`config.mk`:
```
export PLATFORM = sky130hd
export DESIGN_NAME = sparse_matrix_triplet_transpose_unit
export DESIGN_NICKNAME = d
export VERILOG_FILES = /design/src/hdl/smtt_pkg.sv /design/src/hdl/smtt_store.sv /design/src/hdl/sparse_matrix_triplet_transpose_unit.sv
export SDC_FILE = /design/constraint.sdc
export NUM_CORES = 1
export LEC_CHECK = 0
export BUFFER_PORTS_ARGS = -buffer_cell sky130_fd_sc_hd__buf_2
export CAP_MARGIN = 20
export CORE_MARGIN = 2
export CORE_UTILIZATION = 47
export DETAILED_ROUTE_END_ITERATION = 12
export SLEW_MARGIN = 0
export SYNTH_ARGS = -nofsm -noshare
export SYNTH_HDL_FRONTEND = slang
export SYNTH_SLANG_ARGS = --single-unit
```
`constraint.sdc`:
```
create_clock -name clk -period 7.1 [get_ports clk]
set_input_delay 0 -clock clk [delete_from_list [all_inputs] [get_ports clk]]
set_output_delay 0 -clock clk [all_outputs]
set_load 0.01 [all_outputs]
```
`src/hdl/smtt_pkg.sv`:
```
// Shared constants, control word type and microcode table for the triplet transpose unit.
`timescale 1ns / 1ps

package smtt_pkg;

  localparam int MAX_ROWS    = 4;
  localparam int MAX_COLS    = 4;
  localparam int VALUE_WIDTH = 32;

  localparam int DEPTH  = MAX_ROWS * MAX_COLS;
  localparam int ADDR_W = (DEPTH > 1) ? $clog2(DEPTH) : 1;
  localparam int ROW_W  = (MAX_ROWS > 1) ? $clog2(MAX_ROWS) : 1;
  localparam int COL_W  = (MAX_COLS > 1) ? $clog2(MAX_COLS) : 1;
  localparam int CNT_W  = $clog2(DEPTH + 1);
  localparam int DIM_W  = 3;
  localparam int STEP_W = 3;

  // Configuration register indexes.
  localparam logic REG_ROW_COUNT = 1'b0;
  localparam logic REG_COL_COUNT = 1'b1;

  typedef logic [STEP_W-1:0] step_t;

  // Microcode step addresses.
  localparam step_t STEP_LOAD   = 3'd0;
  localparam step_t STEP_HDR0   = 3'd1;
  localparam step_t STEP_READ0  = 3'd2;
  localparam step_t STEP_EMIT0  = 3'd3;
  localparam step_t STEP_HDR1   = 3'd4;
  localparam step_t STEP_READ1  = 3'd5;
  localparam step_t STEP_EMIT1  = 3'd6;

  typedef enum logic {
    COND_ALWAYS = 1'b0,
    COND_AT_END = 1'b1
  } cond_t;

  typedef struct packed {
    logic  take_in;    // accept an element and store it
    logic  emit_hdr;   // emit a list header
    logic  emit_ent;   // emit the entry just read if it is nonzero
    logic  list_id;    // which list this step belongs to
    logic  rd_en;      // issue a store read at the scan position
    logic  col_major;  // scan order: column by column when set
    logic  clr_idx;    // reset the scan position and the emitted count
    logic  clr_nz;     // reset the nonzero count when the jump is taken
    cond_t cond;       // jump condition
    step_t tgt_t;      // next step when the condition holds
    step_t tgt_f;      // next step otherwise
  } ctrl_t;

  function automatic ctrl_t ucode(input step_t pc);
    ctrl_t cw;
    cw = '{take_in: 1'b0, emit_hdr: 1'b0, emit_ent: 1'b0, list_id: 1'b0, rd_en: 1'b0,
           col_major: 1'b0, clr_idx: 1'b0, clr_nz: 1'b0, cond: COND_ALWAYS,
           tgt_t: STEP_LOAD, tgt_f: STEP_LOAD};
    case (pc)
      STEP_LOAD: begin
        cw.take_in = 1'b1;
        cw.cond    = COND_AT_END;
        cw.tgt_t   = STEP_HDR0;
        cw.tgt_f   = STEP_LOAD;
      end
      STEP_HDR0: begin
        cw.emit_hdr = 1'b1;
        cw.clr_idx  = 1'b1;
        cw.tgt_t    = STEP_READ0;
      end
      STEP_READ0: begin
        cw.rd_en = 1'b1;
        cw.tgt_t = STEP_EMIT0;
      end
      STEP_EMIT0: begin
        cw.emit_ent = 1'b1;
        cw.cond     = COND_AT_END;
        cw.tgt_t    = STEP_HDR1;
        cw.tgt_f    = STEP_READ0;
      end
      STEP_HDR1: begin
        cw.emit_hdr = 1'b1;
        cw.list_id  = 1'b1;
        cw.clr_idx  = 1'b1;
        cw.tgt_t    = STEP_READ1;
      end
      STEP_READ1: begin
        cw.rd_en     = 1'b1;
        cw.list_id   = 1'b1;
        cw.col_major = 1'b1;
        cw.tgt_t     = STEP_EMIT1;
      end
      STEP_EMIT1: begin
        cw.emit_ent  = 1'b1;
        cw.list_id   = 1'b1;
        cw.col_major = 1'b1;
        cw.clr_nz    = 1'b1;
        cw.cond      = COND_AT_END;
        cw.tgt_t     = STEP_LOAD;
        cw.tgt_f     = STEP_READ1;
      end
      default: begin
        cw.tgt_t = STEP_LOAD;
      end
    endcase
    return cw;
  endfunction

  // A zero dimension acts as one, an oversized one as the maximum.
  function automatic logic [DIM_W-1:0] clamp_dim(input logic [DIM_W-1:0] v,
                                                input logic [DIM_W-1:0] maxv);
    logic [DIM_W-1:0] res;
    if (v == '0) begin
      res = DIM_W'(1);
    end else if (v > maxv) begin
      res = maxv;
    end else begin
      res = v;
    end
    return res;
  endfunction

endpackage

```
`src/hdl/smtt_store.sv`:
```
// Element store of the triplet transpose unit: one write port and one registered read port.
`timescale 1ns / 1ps

module smtt_store (
  input  logic                               clk,
  input  logic                               wr_en,
  input  logic [smtt_pkg::ADDR_W-1:0]        wr_addr,
  input  logic [smtt_pkg::VALUE_WIDTH-1:0]   wr_data,
  input  logic                               rd_en,
  input  logic [smtt_pkg::ADDR_W-1:0]        rd_addr,
  output logic [smtt_pkg::VALUE_WIDTH-1:0]   rd_data
);

  logic [smtt_pkg::VALUE_WIDTH-1:0] mem [smtt_pkg::DEPTH];
  logic [smtt_pkg::VALUE_WIDTH-1:0] rd_data_r;

  always_ff @(posedge clk) begin
    if (wr_en) begin
      mem[wr_addr] <= wr_data;
    end
  end

  always_ff @(posedge clk) begin
    if (rd_en) begin
      rd_data_r <= mem[rd_addr];
    end
  end

  assign rd_data = rd_data_r;

endmodule

```
`src/hdl/sparse_matrix_triplet_transpose_unit.sv`:
```
// Top level of the sparse matrix triplet builder with simple transpose.
`timescale 1ns / 1ps
// Elements load at one per cycle; after the last element the sequencer moves to the header
// step of the triplet list, and the scan then visits each matrix position in two steps
// (store read, then check and emit); a header or nonzero entry waits while the output is held.
// Input is taken at one element per cycle during loading; the store's single read port sets the
// scan rate. Reset (synchronous, active low) sets 4 by 4 dimensions and an empty matrix.

module sparse_matrix_triplet_transpose_unit (
  input  logic        clk,
  input  logic        rst_n,

  input  logic        cfg_wr_en,
  input  logic        cfg_index,
  input  logic [2:0]  cfg_data,

  input  logic        in_valid,
  output logic        in_stall,
  input  logic signed [31:0] in_element_value,

  output logic        out_valid,
  input  logic        out_stall,
  output logic        out_list_id,
  output logic        out_is_header,
  output logic [2:0]  out_first_index,
  output logic [2:0]  out_second_index,
  output logic signed [31:0] out_entry_value,
  output logic        out_last_of_run
);

  // Configuration registers hold the raw written values; clamping happens on use.
  logic [smtt_pkg::DIM_W-1:0] rows_r, rows_nxt;
  logic [smtt_pkg::DIM_W-1:0] cols_r, cols_nxt;
  logic [smtt_pkg::DIM_W-1:0] rows_eff, cols_eff;

  // Sequencer state.
  smtt_pkg::step_t pc_r, pc_nxt;
  smtt_pkg::ctrl_t cw;

  // Datapath registers: the position counters serve both loading and scanning.
  logic [smtt_pkg::ROW_W-1:0] pos_r_r, pos_r_nxt;
  logic [smtt_pkg::COL_W-1:0] pos_c_r, pos_c_nxt;
  logic [smtt_pkg::CNT_W-1:0] nz_r, nz_nxt;
  logic [smtt_pkg::CNT_W-1:0] seen_r, seen_nxt;

  // Output register.
  logic                               out_valid_r, out_valid_nxt;
  logic                               out_list_r;
  logic                               out_hdr_r;
  logic [2:0]                         out_first_r;
  logic [2:0]                         out_second_r;
  logic [31:0]                        out_value_r;
  logic                               out_last_r;

  logic                               at_end;
  logic                               row_end;
  logic                               col_end;
  logic                               out_free;
  logic                               ent_nz;
  logic                               go;
  logic                               cond_ok;
  logic                               load_out;
  logic                               advance;
  logic [smtt_pkg::ADDR_W-1:0]        addr;
  logic [smtt_pkg::VALUE_WIDTH-1:0]   rd_data;
  logic [smtt_pkg::VALUE_WIDTH-1:0]   elem;
  logic                               in_take;

  assign rows_eff = smtt_pkg::clamp_dim(rows_r, smtt_pkg::DIM_W'(smtt_pkg::MAX_ROWS));
  assign cols_eff = smtt_pkg::clamp_dim(cols_r, smtt_pkg::DIM_W'(smtt_pkg::MAX_COLS));

  assign row_end = (smtt_pkg::DIM_W'(pos_r_r) == rows_eff - smtt_pkg::DIM_W'(1));
  assign col_end = (smtt_pkg::DIM_W'(pos_c_r) == cols_eff - smtt_pkg::DIM_W'(1));
  // The final position is the bottom right corner in either scan order.
  assign at_end  = row_end && col_end;

  assign addr = smtt_pkg::ADDR_W'(pos_r_r) * smtt_pkg::ADDR_W'(smtt_pkg::MAX_COLS)
              + smtt_pkg::ADDR_W'(pos_c_r);

  assign elem = in_element_value[smtt_pkg::VALUE_WIDTH-1:0];

  smtt_store u_store (
    .clk     (clk),
    .wr_en   (in_take),
    .wr_addr (addr),
    .wr_data (elem),
    .rd_en   (cw.rd_en),
    .rd_addr (addr),
    .rd_data (rd_data)
  );

  // The current microcode word drives everything below.
  assign cw       = smtt_pkg::ucode(pc_r);
  assign in_stall = !cw.take_in;
  assign in_take  = cw.take_in && in_valid;
  assign out_free = !out_valid_r || !out_stall;
  assign ent_nz   = (rd_data != '0);

  // A step completes once its transfer, if any, can happen.
  always_comb begin
    if (cw.take_in) begin
      go = in_valid;
    end else if (cw.emit_hdr) begin
      go = out_free;
    end else if (cw.emit_ent) begin
      go = !ent_nz || out_free;
    end else begin
      go = 1'b1;
    end
  end

  always_comb begin
    case (cw.cond)
      smtt_pkg::COND_ALWAYS: cond_ok = 1'b1;
      smtt_pkg::COND_AT_END: cond_ok = at_end;
      default:               cond_ok = 1'b1;
    endcase
  end

  assign pc_nxt   = go ? (cond_ok ? cw.tgt_t : cw.tgt_f) : pc_r;
  assign load_out = go && (cw.emit_hdr || (cw.emit_ent && ent_nz));
  assign advance  = go && (cw.take_in || cw.emit_ent);

  // Position counters step row by row while loading and in the first list, column by
  // column in the transposed list; they wrap to the origin after the final position.
  always_comb begin
    pos_r_nxt = pos_r_r;
    pos_c_nxt = pos_c_r;
    if (cfg_wr_en || (go && cw.clr_idx)) begin
      pos_r_nxt = '0;
      pos_c_nxt = '0;
    end else if (advance) begin
      if (at_end) begin
        pos_r_nxt = '0;
        pos_c_nxt = '0;
      end else if (cw.col_major) begin
        if (row_end) begin
          pos_r_nxt = '0;
          pos_c_nxt = pos_c_r + smtt_pkg::COL_W'(1);
        end else begin
          pos_r_nxt = pos_r_r + smtt_pkg::ROW_W'(1);
        end
      end else begin
        if (col_end) begin
          pos_c_nxt = '0;
          pos_r_nxt = pos_r_r + smtt_pkg::ROW_W'(1);
        end else begin
          pos_c_nxt = pos_c_r + smtt_pkg::COL_W'(1);
        end
      end
    end
  end

  always_comb begin
    nz_nxt = nz_r;
    if (cfg_wr_en || (go && cw.clr_nz && cond_ok)) begin
      nz_nxt = '0;
    end else if (in_take && (elem != '0)) begin
      nz_nxt = nz_r + smtt_pkg::CNT_W'(1);
    end
  end

  always_comb begin
    seen_nxt = seen_r;
    if (go && cw.clr_idx) begin
      seen_nxt = '0;
    end else if (load_out && cw.emit_ent) begin
      seen_nxt = seen_r + smtt_pkg::CNT_W'(1);
    end
  end

  always_comb begin
    rows_nxt = rows_r;
    cols_nxt = cols_r;
    if (cfg_wr_en) begin
      case (cfg_index)
        smtt_pkg::REG_ROW_COUNT: rows_nxt = cfg_data;
        smtt_pkg::REG_COL_COUNT: cols_nxt = cfg_data;
        default: begin
          rows_nxt = rows_r;
        end
      endcase
    end
  end

  assign out_valid_nxt = load_out ? 1'b1 : (out_valid_r && out_stall);

  always_ff @(posedge clk) begin
    if (!rst_n) begin
      pc_r        <= smtt_pkg::STEP_LOAD;
      rows_r      <= smtt_pkg::DIM_W'(smtt_pkg::MAX_ROWS);
      cols_r      <= smtt_pkg::DIM_W'(smtt_pkg::MAX_COLS);
      pos_r_r     <= '0;
      pos_c_r     <= '0;
      nz_r        <= '0;
      seen_r      <= '0;
      out_valid_r <= 1'b0;
    end else begin
      pc_r        <= pc_nxt;
      rows_r      <= rows_nxt;
      cols_r      <= cols_nxt;
      pos_r_r     <= pos_r_nxt;
      pos_c_r     <= pos_c_nxt;
      nz_r        <= nz_nxt;
      seen_r      <= seen_nxt;
      out_valid_r <= out_valid_nxt;
    end
  end

  // Headers carry the dimensions and the nonzero count; entries carry the scan position,
  // swapped for the transposed list. The last flag marks the final transposed entry, or
  // the transposed header when the matrix has no nonzeros.
  always_ff @(posedge clk) begin
    if (load_out) begin
      out_list_r <= cw.list_id;
      out_hdr_r  <= cw.emit_hdr;
      if (cw.emit_hdr) begin
        out_first_r  <= cw.list_id ? cols_eff : rows_eff;
        out_second_r <= cw.list_id ? rows_eff : cols_eff;
        out_value_r  <= 32'(nz_r);
        out_last_r   <= cw.list_id && (nz_r == '0);
      end else begin
        out_first_r  <= cw.list_id ? 3'(pos_c_r) : 3'(pos_r_r);
        out_second_r <= cw.list_id ? 3'(pos_r_r) : 3'(pos_c_r);
        out_value_r  <= 32'(rd_data);
        out_last_r   <= cw.list_id && ((seen_r + smtt_pkg::CNT_W'(1)) == nz_r);
      end
    end
  end

  assign out_valid        = out_valid_r;
  assign out_list_id      = out_list_r;
  assign out_is_header    = out_hdr_r;
  assign out_first_index  = out_first_r;
  assign out_second_index = out_second_r;
  assign out_entry_value  = out_value_r;
  assign out_last_of_run  = out_last_r;

  // The output register is only overwritten once its previous transfer has gone out.
  a_out_no_overwrite: assert property (@(posedge clk) disable iff (!rst_n)
    load_out |-> (!out_valid_r || !out_stall))
    else $error("output register overwritten while a transfer was pending");

  // The nonzero count never exceeds the number of store entries.
  a_nz_bound: assert property (@(posedge clk) disable iff (!rst_n)
    nz_r <= smtt_pkg::CNT_W'(smtt_pkg::DEPTH))
    else $error("nonzero count out of range");

  // After the final transposed entry leaves the sequencer, it is back to loading.
  a_back_to_load: assert property (@(posedge clk) disable iff (!rst_n)
    (go && (pc_r == smtt_pkg::STEP_EMIT1) && at_end) |=> (pc_r == smtt_pkg::STEP_LOAD))
    else $error("sequencer did not return to loading after the transposed list");

  // A scan step never runs past the program.
  a_pc_range: assert property (@(posedge clk) disable iff (!rst_n)
    pc_r <= smtt_pkg::STEP_EMIT1)
    else $error("step counter outside the program");

endmodule
```
Word level (Yosys, flattened, before mapping)
Memory sizes are Yosys's and may differ from the RTL's. A register that Yosys moved wholly into a read port is not among the register bits.
Cells that the tools add are included.

storage, ports and cells
  register bits after elaboration = 65
  latch bits = 0
  memory bits (writable) = 512
  ROM bits = 0
  input bits = 41
  output and inout bits = 43
  word-level logic and storage cells = 119
  memories kept = 1

operators by class
  $add $sub $neg = 7
  multiply operators = 0
  div/mod/pow operators = 0
  order comparisons = 2
  equality and inequality tests = 10
  shifts and indexed selects = 0
  multiplexer cells = 38
  bitwise operators = 3
  reduce and logical (&&, ||, !) cells = 43

memory list
  memory       depth  bits a word  rd ports  clocked after memory_dff  wr ports  line              source
  u_store.mem  16     32           1         1                         1         smtt_store.sv:14  logic [smtt_pkg::VALUE_WIDTH-1:0] mem [smtt_pkg::DEPTH];

operators with widths
  kind                                              count
  nonzero test 32 bit                               2
  two-way mux 3 bit                                 9
  two-way mux 2 bit                                 10
  case mux 3 bit (6 select lines)                   1
  two-way mux 1 bit                                 15
  OR reduction 2 bit                                7
  logical AND 1 bit                                 13
  adder 5 x 1 -> 5 bit, second input constant       2
  == test 3 bit, second input constant              3
  zero test 3 bit                                   3
  AND reduction 2 bit                               4
  == test 2 x 3 -> 1 bit                            2
  == test 3 x 2 -> 1 bit, second input constant     2
  > comparator 3 bit, second input constant         2
  logical OR 1 bit                                  6
  case mux 3 bit (2 select lines)                   1
  OR reduction 3 bit                                2
  subtractor 3 x 1 -> 3 bit, second input constant  2
  == test 5 bit                                     1
  zero test 5 bit                                   1
  two-way mux 5 bit                                 1
  adder 2 x 1 -> 2 bit, second input constant       2
  adder 4 x 2 -> 4 bit                              1
  zero test 1 bit                                   4
  5 further kinds                                   7

Longest topological paths before layout
  word-level depth = 10
  mapped depth = 9
  gate-level depth less buffers = 9

Hierarchy
From an unflattened synthesis, not the netlist that was laid out.

second synthesis, totals
  cells, all modules = 1168
  area, all modules = 23437.5 µm²

by module, submodules not included
  module                                instances  cells each  area each (µm²)  seq. area each (µm²)
  smtt_store                            1          838         20155.6          16335.7
  sparse_matrix_triplet_transpose_unit  1          330         3281.9           1711.6

Worst setup path before layout
OpenSTA, ideal clock, no wires.

  path kind = flip-flop to flip-flop
  start point = register pc_r[0]
  end point = register out_value_r[0], in the netlist out_entry_value[0], enable pin
  library setup time = 0.453 ns
  arrival time = 3.073 ns
  data required time = 6.647 ns
  setup slack = 3.574 ns
  stages on the path, launching flop included = 5
  buffers on the path = 1
  clock period less this slack = 3.526 ns
  cell sequence = dfxtp_1 -> clkbuf_1 -> xor2_1 -> o31ai_4 -> a21oi_1

between the ends
  cells in the longest elaborated chain, start to end = 7
  elaborated cells on any way between the ends = 16
  those cells by class = 4 x eq/ne; 6 x mux; 6 x reduce/logical

ends and longest elaborated chain
  element                                                  line                                         source
  from (decl)                                              sparse_matrix_triplet_transpose_unit.sv:37   smtt_pkg::step_t pc_r, pc_nxt;
  from (signal assigned)                                   sparse_matrix_triplet_transpose_unit.sv:190  pc_r <= smtt_pkg::STEP_LOAD;
  from (signal assigned)                                   sparse_matrix_triplet_transpose_unit.sv:199  pc_r <= pc_nxt;
  == test 3 bit or == test 3 x 2 -> 1 bit (tied branches)  smtt_pkg.sv:57                               case (pc)
  OR reduction 2 bit (no line)                             -
  two-way mux 1 bit                                        smtt_pkg.sv:57
  two-way mux 1 bit                                        sparse_matrix_triplet_transpose_unit.sv:105  end else if (cw.emit_ent) begin
  two-way mux 1 bit                                        sparse_matrix_triplet_transpose_unit.sv:103  end else if (cw.emit_hdr) begin
  two-way mux 1 bit                                        sparse_matrix_triplet_transpose_unit.sv:101  if (cw.take_in) begin
  logical AND 1 bit *                                      sparse_matrix_triplet_transpose_unit.sv:121  assign load_out = go && (cw.emit_hdr || (cw.emit_ent && ent_nz));
  named net load_out                                       sparse_matrix_triplet_transpose_unit.sv:62   logic load_out;
  to (signal assigned)                                     sparse_matrix_triplet_transpose_unit.sv:220  out_value_r <= 32'(nz_r);
  to (signal assigned)                                     sparse_matrix_triplet_transpose_unit.sv:225  out_value_r <= 32'(rd_data);
  to (decl)                                                sparse_matrix_triplet_transpose_unit.sv:52   logic [31:0] out_value_r;

Mark *: on every way through the listed nets, which the timed path passes. The rest lies on a longest branch.
A chain may end at the register's enable or synchronous reset.

Worst setup path after layout
  start point = register pos_r_r[0] (netlist name)
  end point = memory u_store.mem[8][23] (netlist name), enable pin

between the ends
  cells in the longest elaborated chain, start to end = 1

ends and longest elaborated chain
  element                 line                                         source
  from (decl)             sparse_matrix_triplet_transpose_unit.sv:41   logic [smtt_pkg::ROW_W-1:0] pos_r_r, pos_r_nxt;
  from (signal assigned)  sparse_matrix_triplet_transpose_unit.sv:202  pos_r_r <= pos_r_nxt;
  adder 4 x 2 -> 4 bit    sparse_matrix_triplet_transpose_unit.sv:78   + smtt_pkg::ADDR_W'(pos_c_r);
  to (decl)               smtt_store.sv:14

No other way between the ends.

==> key figures <==
Outcome
  • Status: finished clean

Placed design
  • Port bufs: 83
  • Dpl hpwl: 28200 um
  • Final GP Congestion: 0.782
  • Area post-placement: 24800 um^2

STA
  • Crit share post-route: 45.5%
  • Setup_tns: 0 ps
  • Hold_ws: 234 ps
  • Max Fclk: 310 MHz
  • Worst slew pin tran: 1100 ps
  • Relative slew slack: 26.3%
  • RSZ-0062 raised after global routing: false
  • Min Tclk post-route: 3230 ps
  • Count of endpoints failing hold in the final timing report: 0
  • Final clock skew: 13.4 ps
  • Setup-failing EPs final: 0
  • Max-slew violations: 0

Logic synthesis
  • Post-synth EDFFs: 585
  • #FFs+latches synth: 609
  • Syn Std Cell Area: 23500 um^2
  • Post-synth cell types: 45
  • Gate Count Post-Synth: 1090
  • Post-Syn Nets: 1144
  • Leading area contributor after synthesis: edfxtp_1
  • Post-Syn Area per Cell: 21.6 um^2
  • Synth top area cells: edfxtp_1 (75%), mux4_2 (15%), dfxtp_1 (2.0%), and2_1 (0.80%), nand2_1 (0.78%)
  • Register area share after synthesis: 76.7%
  • Yosys top cell area share: 74.6%
  • Ys flop type: edfxtp_1
  • YS warnings: 0
  • Share of synthesized flip-flops with an asynchronous set or reset: 0%

Floorplanning
  • Die height: 228 um
  • Die width: 228 um
  • Core area: 49800 um^2
  • Die ar.: 51900 um^2
  • Standard-cell rows: 82
  • IO Count: 84
  • Starting Density: 47.3%

Critical path
  • CP Launch Type: register
  • Worst Setup End Kind: register
  • Arr. time, crit path: 3510 ps
  • R2r setup slk: 3870 ps
  • Crit-path max FO: 19
  • Critical path required time: 7380 ps
  • Setup CP Type: register to register

Power
  • Max VDD drop: 0.227 mV
  • Cell Pwr Density: 271 nW/um^2
  • Leak: 8.66 nW

Clocking
  • Setup Buffers After CTS: 0
  • CTS buffer count: 61
  • Clk slew on worst S/H paths: 60 ps
  • Root Driver: clkbuf_16
  • Post_cts resized: 0
  • TritonCTS Sinks: 609
  • Clock latency on the worst-skew pair: 620 ps
  • H-Tree Level Count: 2
  • Hold_buf cts: 47
  • CTS tree: built
  • Longest Clk Path Bufs: 3

Global route
  • Gr usage total: 20.8%
  • Global-route wire length before repair: 78600 um
  • Total grt overflow: 0
  • Antenna violations before repair: 0
  • Number of global-route vias before repair: 11500
  • Pin count of the biggest net entering global routing: 122

Layout
  • Diodes inserted: 0
  • Reg area: 18100 um^2
  • Fillers: 3767
  • Share of layout cells above drive strength 1: 29.7%
  • Area of the multi-input gates: 5280 um^2
  • Layout net count: 1310
  • Fin area: 27300 um^2
  • Layout Area Growth over Synthesis: 15.9%

Routing
  • Pre-antenna DRT Iters: 5
  • Final wirelength: 53300 um
  • Via count: 11300
  • Mean routed wirelength per cell: 26.9 um
  • Routed Antenna Nets: 0
  • DRC Markers: 0
  • Drt initial violations: 1201
  • Via density: 5.73

Worst hold path
  • HP Class: input pin to register

Run
  • Max Cap Viol: 0
==> critical path, cell delays in order, from the launching register on <==
cell and delay [ps]:
dfxtp_1 380, inv_2 620, buf_4 540, ha_1 260
and3_2 590, buf_4 440
==> synth_stat cells (2+ instances only) <==
master,instances
edfxtp_1,585
mux4_2,160
nand2_1,49
clkbuf_1,32
and2_1,30
dfxtp_1,24
nor2_1,22
and3_1,18
buf_2,13
ha_1,13
nor4_1,13
a21oi_1,12
xnor2_1,12
inv_1,11
o21ai_0,10
nand3_1,8
xor2_1,8
a31oi_1,7
nand2b_1,6
nand4_1,6
nor2b_1,6
nor3_1,6
buf_1,5
a21boi_0,4
mux2i_1,4
nor4_2,4
a211oi_1,2
o31ai_1,2
or3_1,2
==> flip-flops by register name (all words and copies together), names as in the netlist <==
register,cells
cols_r,3
nz_r,5
out_entry_value,32
out_first_index,3
out_is_header,1
out_last_of_run,1
out_list_id,1
out_second_index,3
out_valid,1
pc_r,3
pos_c_r,2
pos_r_r,2
rows_r,3
seen_r,5
u_store.mem,512
u_store.rd_data,32
==> cells in the final DEF, fill, tap and decap left out, drive strengths merged, types with 8 or more instances in the layout <==
cell and instances:
xor2 8, mux4 160, clkbuf 74, nor4 17, nand2 49, dlygate4sd3 47, o21ai 10, clkinv 33
a21oi 12, inv 13, nor2 23, xnor2 12, ha 13, edfxtp 585, and3 19, and2 30
dfxtp 24, nand3 8, buf 106
==> layer usage <==
layer	track usage, %	vias to the layer above	share of wire (%)
met4	5.57	0	1.9
met2	34.1	340	49
met3	2.88	64	5.6
li1	-	4862	-
met5	0	-	0
met1	29.8	6083	43
==> path summary, 6_finish.rpt <==
kind / startpoint / endpoint / cells after the start
max: pos_r_r[0] / u_store.mem[8][23] / 5
min: cfg_data[0] / cols_r[0] / 4
max reg2reg: pos_r_r[0] / u_store.mem[8][23] / 5
min reg2reg: cols_r[0] / cols_r[0] / 2
==> where the power goes <==
part           switching (mW)  internal, mW
logic                   0.128         0.119
registers              0.0113          3.96
clock network            1.33          1.83
total                    1.47          5.91
==> cell type report <==
| cell class | instances | share of cell area [%] |
|---|---|---|
| clock inverter | 42 | 1.30 |
| sequential | 609 | 66.2 |
| multi-input combinational | 419 | 19.3 |
| clock buffer | 74 | 5.93 |
| inverter | 12 | 0.165 |
| tap | 672 | 3.08 |
| timing repair buffer | 153 | 4.00 |
==> cell families (layout without fill, tap and decap cells) <==
group	Yosys count	after routing	share of synthesized area [%]
XOR/XNOR	20	20	0.744
adder cells (fa/ha/maj)	13	13	0.691
AO/OA/AOI/OAI	43	43	1.19
flip-flops	609	609	76.7
buffers and inverters	62	281	1.06
AND/OR/NAND/NOR	178	178	4.11
multiplexers	165	165	15.5
==> per-stage QoR <==
step | setup WS (ps) | total power [mW] | utilization (%) | std cells
finish | 3870 | 7.38 | 54.8 | 1981
floorplan | 3570 | 4.18 | - | 1090
CTS | 3780 | 7.46 | 54.8 | 1980
global placement | 3820 | 4.27 | 49.9 | 1817
global route | 3530 | 7.61 | 54.8 | 1981
detailed placement | 3800 | 4.27 | 49.9 | 1817
Note: power is estimated with default switching activity, not from simulation.
